## src/hdl/plrt_pkg.sv

```systemverilog
// Shared types and constants for the pinned LRU residency table.
`default_nettype none
package plrt_pkg;

    localparam int KEY_IN_W = 32;
    localparam int BYTE_W   = 40;
    localparam int TOK_W    = 48;
    localparam int HIT_W    = 32;
    localparam int ECNT_W   = 7;
    localparam int CMD_W    = 2;

    localparam logic [CMD_W-1:0] CMD_ENSURE = 2'd0;
    localparam logic [CMD_W-1:0] CMD_TOUCH  = 2'd1;
    localparam logic [CMD_W-1:0] CMD_PROBE  = 2'd2;
    localparam logic [CMD_W-1:0] CMD_RSVD   = 2'd3;

    localparam logic [ECNT_W-1:0] ECNT_MAX = 7'd127;
    localparam logic [HIT_W-1:0]  HIT_MAX  = 32'hFFFF_FFFF;

    // Commands from the controller to the datapath.
    typedef struct packed {
        logic load_in;
        logic scan_start;
        logic scan_victim;
        logic set_hit;
        logic refresh;
        logic cnt_hit;
        logic cnt_miss;
        logic evict;
        logic admit;
        logic emit;
    } ctl_cmd_t;

    // Status from the datapath to the controller.
    typedef struct packed {
        logic             scan_done;
        logic             found;
        logic [CMD_W-1:0] cmd;
        logic             can_admit;
        logic             need_evict;
        logic             out_busy;
    } ctl_sts_t;

endpackage
`default_nettype wire

```

## src/hdl/plrt_ctrl.sv

```systemverilog
// Controller state machine that sequences lookup, eviction and admission.
`default_nettype none
module plrt_ctrl (
    input  wire logic                clk,
    input  wire logic                rst_n,
    input  wire logic                in_valid,
    output logic                     in_ready,
    input  wire plrt_pkg::ctl_sts_t  sts,
    output plrt_pkg::ctl_cmd_t       cmd
);
    localparam logic [2:0] S_IDLE   = 3'd0;
    localparam logic [2:0] S_LOOK   = 3'd1;
    localparam logic [2:0] S_DECIDE = 3'd2;
    localparam logic [2:0] S_CHECK  = 3'd3;
    localparam logic [2:0] S_VSCAN  = 3'd4;
    localparam logic [2:0] S_EVICT  = 3'd5;
    localparam logic [2:0] S_FINISH = 3'd6;

    logic [2:0] state_reg, state_next;

    always_ff @(posedge clk or negedge rst_n)
    begin
        if (!rst_n)
        begin
            state_reg <= S_IDLE;
        end
        else
        begin
            state_reg <= state_next;
        end
    end

    assign in_ready = (state_reg == S_IDLE);

    always_comb
    begin
        state_next = state_reg;
        cmd        = '0;
        unique case (state_reg)
            S_IDLE:
            begin
                if (in_valid)
                begin
                    cmd.load_in    = 1'b1;
                    cmd.scan_start = 1'b1;
                    state_next     = S_LOOK;
                end
            end
            S_LOOK:
            begin
                if (sts.scan_done)
                begin
                    state_next = S_DECIDE;
                end
            end
            S_DECIDE:
            begin
                cmd.set_hit = 1'b1;
                state_next  = S_FINISH;
                unique case (sts.cmd)
                    plrt_pkg::CMD_TOUCH:
                    begin
                        cmd.refresh = sts.found;
                    end
                    plrt_pkg::CMD_ENSURE:
                    begin
                        if (sts.found)
                        begin
                            cmd.refresh = 1'b1;
                            cmd.cnt_hit = 1'b1;
                        end
                        else
                        begin
                            cmd.cnt_miss = 1'b1;
                            if (sts.can_admit)
                            begin
                                state_next = S_CHECK;
                            end
                        end
                    end
                    default:
                    begin
                        cmd.refresh = 1'b0;
                    end
                endcase
            end
            S_CHECK:
            begin
                if (sts.need_evict)
                begin
                    cmd.scan_start  = 1'b1;
                    cmd.scan_victim = 1'b1;
                    state_next      = S_VSCAN;
                end
                else
                begin
                    cmd.admit  = 1'b1;
                    state_next = S_FINISH;
                end
            end
            S_VSCAN:
            begin
                if (sts.scan_done)
                begin
                    state_next = sts.found ? S_EVICT : S_FINISH;
                end
            end
            S_EVICT:
            begin
                cmd.evict  = 1'b1;
                state_next = S_CHECK;
            end
            S_FINISH:
            begin
                if (!sts.out_busy)
                begin
                    cmd.emit   = 1'b1;
                    state_next = S_IDLE;
                end
            end
            default:
            begin
                state_next = S_IDLE;
            end
        endcase
    end
endmodule
`default_nettype wire

```

## config.mk

```make
export PLATFORM = sky130hd
export DESIGN_NAME = plrt_ctrl
export DESIGN_NICKNAME = d
export VERILOG_FILES = /design/src/hdl/plrt_pkg.sv /design/src/hdl/plrt_ctrl.sv
export SDC_FILE = /design/constraint.sdc
export NUM_CORES = 1
export LEC_CHECK = 0
export BUFFER_PORTS_ARGS = -buffer_cell sky130_fd_sc_hd__buf_2
export CAP_MARGIN = 20
export CORE_AREA = 2 2 39 41
export CTS_CLUSTER_DIAMETER = 80
export DETAILED_ROUTE_END_ITERATION = 8
export DIE_AREA = 0 0 41 43
export MAX_ROUTING_LAYER = met4
export SLEW_MARGIN = 20
export SYNTH_ARGS = -nofsm -noshare
export SYNTH_HDL_FRONTEND = slang
export SYNTH_SLANG_ARGS = --single-unit
```

## constraint.sdc

```tcl
create_clock -name clk -period 1.5 [get_ports clk]
set_input_delay 0.075 -clock clk [delete_from_list [all_inputs] [get_ports clk]]
set_output_delay 0.075 -clock clk [all_outputs]
set_load 0.05 [all_outputs]
```

# Yosys cells after proc, flatten, opt, wreduce, memory -nomap -nowiden
# Index checks and enable logic that the tools add are counted.
[totals]
reg_bits = 3
in_bits = 10
out_inout_bits = 11
elab_cells = 40
[op_classes]
eq_ne = 11
muxes = 25
n_reduce_logical = 3
[ops]
columns = ["cell", "count"]
rows = [
  ["$mux 3", 7],
  ["$pmux 3 s7", 1],
  ["$mux 2", 6],
  ["$eq 3x3->1 const B", 3],
  ["$mux 1", 8],
  ["$ne 2x2->1 const B", 4],
  ["$eq 3x2->1 const B", 2],
  ["$mux 4", 1],
  ["$pmux 1 s2", 2],
  ["$reduce_and 4->1", 1],
  ["$eq 3x1->1 const B", 1],
  ["$logic_not 3->1", 1],
  ["$eq 2x1->1 const B", 1],
  ["$logic_not 2->1", 1],
]

# Longest topological paths before layout
[depth]
depth_word = 4
mapped_depth = 4
depth_no_buf = 3

# Worst setup path before layout
# Ideal clock, no wire load.
[synth_timing]
kind = "reg2out"
from = "register state_reg[0]"
to = "output port cmd[3] (netlist name)"
t_arrival_ps = 2321
t_required_ps = 1425
path_slack_ps = -896
path_stages_with_launch = 4
n_path_buf = 1
cell_sequence = "dfrtp_1 -> buf_4 -> nor2_1 -> nor4b_2"
[synth_lines]
columns = ["item", "line", "text"]
rows = [
  ["from (decl)", "plrt_ctrl.sv:19", "logic [2:0] state_reg, state_next;"],
  ["from (signal assigned)", "plrt_ctrl.sv:29", "state_reg <= state_next;"],
  ["to (decl)", "plrt_ctrl.sv:9", "output plrt_pkg::ctl_cmd_t cmd"],
]

# Worst setup path in the final report
[layout_timing]
from = "register state_reg[1]"
to = "register state_reg[1]"
[layout_via]
elab_chain_len = 3
[layout_lines]
columns = ["item", "line", "text"]
rows = [
  ["$eq 3x1->1, or another cell as far along", "plrt_ctrl.sv:39", "unique case (state_reg)"],
  ["$ne 2x2->1 (no line)", "--", ""],
  ["$reduce_and 4->1 (no line)", "--", ""],
]
# Several ways; a longest one is shown, not always the timed one.
# A chain may end at the register's enable or synchronous reset.

==> flow_summary.ini <==
[sta]
drv_slew = 0
grt_setup_unrepaired = true
setup_viol = 0
tightestPinTransition_ps = 314
min_period_over_period_pct = 95.7
final-hold-violation-count = 0
fin_skew_ps = 4.54
fmax_mhz = 697
slew_headroom_pct = 78.9
fin_ws_ps = 64.9
period_minus_slack_ps = 1440

[setup_path]
reg2reg_to = state_reg[1]$_DFFE_PN0P_
start_kind = register
arrival_ps = 1530
critPathMaxFanout = 6
critPathCaptureType = register
setup.worst_path.start = state_reg[1]$_DFFE_PN0P_
worst_r2r_path_depth = 4
worstSetupPathType = reg2reg
r2r_slack_ps = 60
required_ps = 1600
regToRegStartpoint = state_reg[1]$_DFFE_PN0P_

[pwr]
combPwrFrac_pct = 71.6
pwr-share-seq_pct = 16.6
switchingPower_uw = 649
peakVddDrop_mv = 0.811
p_per_area_nw_per_um2 = 2120
leakagePower_nw = 0.262
netSwitchingFraction_pct = 53.4
p_clk_share_pct = 11.8
internal_power_uw = 567

[logic_synthesis]
synth_top_area_share_pct = 23.2
avgSynthCellArea_um2 = 8.10
synth_edf_count = 0
ys_seq_area_share_pct = 23.2
ys_top_cells_by_area = dfrtp_1 (23%), nor2b_1 (7.7%), nor4b_4 (7.3%)
postSynthCellCount = 40
ys_warn_count = 0
syn_area_um2 = 324
synth_top_area_cell = dfrtp_1
synthTopCellsByCount = nor2_1 (4), nor2b_1 (4)
synthArstFlopShare_pct = 100
synthFlopType = dfrtp_1
synth-seq-cells = 3
syn-num-nets = 50
synth_cell_type_count = 24

[drt]
routedWlPerCell_um = 10.8
viasPerCell = 4.80
drc_errors = 0
first_pass_iters = 3
routed_wl_um = 907
via_count = 403
drt-initial-drc-count = 3
antenna_left = 0

[floorplanning]
start_util_pct = 23.4
die_h_um = 43
fp.dieArea_um2 = 1760
core_area_um2 = 1380
ios = 21
rows = 14
dieWidth_um = 41

[finish]
largest_reg_flops = 3
final_cell_area_um2 = 573
multi_input_area_um2 = 283
antennaDiodeCount = 0
drive_above_1_share_pct = 60.3
nNetsFinal = 79
layout.area.seq_um2 = 77.6
area_growth_pct = 76.8
fill_cells = 148

[cts]
clockBufferDepth = 2
clkSinkCount = 3
path_clk_slew_ps = 30
cts_tree = done
numCtsBuffers = 3
cts_max_level = 1
insertion_delay_ps = 230
cts_root_buffer = clkbuf_4

[global_route]
first_global_vias = 311
grt.total_usage_pct = 10.8
antenna_found_initial = 0
grt_pass1_wl_um = 1250
grt-ovfl-total = 0
grt_max_degree = 14

[placed_design]
dp_hpwl_um = 678
place_ws_ps = 134
io_buffers = 20
place_congestion = 0.724
place_area_um2 = 485

[run_status]
outcome = completed

[worst_hold_path]
min-delay-start = sts[0]
whs_path_depth = 3
hp-class = in2reg
hold_path_end = state_reg[1]$_DFFE_PN0P_

[run]
max_cap_violations = 0
==> layout make-up <==
class | count | share of cell area, %
Clock buffer | 4 | 4.59
Inverter | 1 | 0.655
Multi-Input combinational cell | 34 | 49.3
Timing Repair Buffer | 26 | 28.4
Tap cell | 16 | 3.49
Sequential cell | 3 | 13.5
==> cells in the final DEF (no fill, tap or decap), types with 2 or more instances in the layout <==
master / instances
buf_6: 2
buf_2: 16
nand2_1: 2
a21oi_1: 3
nor2_1: 3
nand2b_4: 2
nor4b_4: 2
nor2b_1: 2
o21ai_0: 2
nand2b_1: 2
buf_4: 6
dfrtp_2: 2
clkbuf_4: 3
==> worst max-delay path, cell delays in order (launching register included) <==
cell and delay (ps):
dfrtp_2 460, buf_4 160, or4_1 520, o221ai_1 90
a32oi_1 80
==> layer usage <==
layer / part of all wire (%) / routed length [µm] / global-route usage, % / vias up
li1: - / - / - / 206
met1: 45 / 407 / 13.9 / 189
met2: 50 / 458 / 14.7 / 8
met3: 4.5 / 41 / 4.71 / 0
met4: 0 / 0 / 4.00 / 0
met5: 0 / 0 / - / -
==> kinds of logic (layout without fill, tap and decap cells) <==
family / after synthesis / after routing / share of synthesized area [%]
buffers and inverters: 3 / 31 / 6.95
and+or+nand+nor: 25 / 25 / 52.1
AOI/OAI and AO/OA: 9 / 9 / 17.8
DFF: 3 / 3 / 23.2
==> power groups by stage <==
stage	Clock, mW	Combinational (mW)	Sequential, mW
2_1_floorplan	0	0.651	0.178
3_3_place_gp	0	0.761	0.206
3_5_place_dp	0	0.762	0.209
4_1_cts	0.150	0.787	0.217
5_1_grt	0.159	0.937	0.209
6_report	0.143	0.871	0.202
==> stage by stage <==
stage	utilization, %	power (mW)	setup TNS (ps)	hold WS, ps	instances
after floorplan	-	0.829	-648	-221	40
after global placement	35.1	0.967	0	-125	76
after detailed placement	35.1	0.970	0	-123	76
after CTS	39.0	1.15	0	137	81
after global routing	41.4	1.30	-0.719	173	84
final	41.4	1.22	0	140	84
==> how the worst max path moves through the flow <==
| stage | endpoint | slack, ps |
|---|---|---|
| 6_report | state_reg[1]$_DFFE_PN0P_ | 60 |
| 5_1_grt | state_reg[1]$_DFFE_PN0P_ | -0.7 |
| 4_1_cts | cmd[9] | 4 |
| 3_5_place_dp | cmd[4] | 130 |
| 3_3_place_gp | state_reg[1]$_DFFE_PN0P_ | 140 |
| 2_1_floorplan | cmd[3] | -330 |
==> repair_timing <==
item / CTS / global route
pin swaps: 0 / 1
gates cloned: 0 / 0
gates resized for setup: 6 / 4
setup endpoints to repair: 7 / 4
hold buffers: 1 / 0
setup buffers: 0 / 3
hold endpoints to repair: 3 / 0
Note: power is estimated with default switching activity, not from simulation.
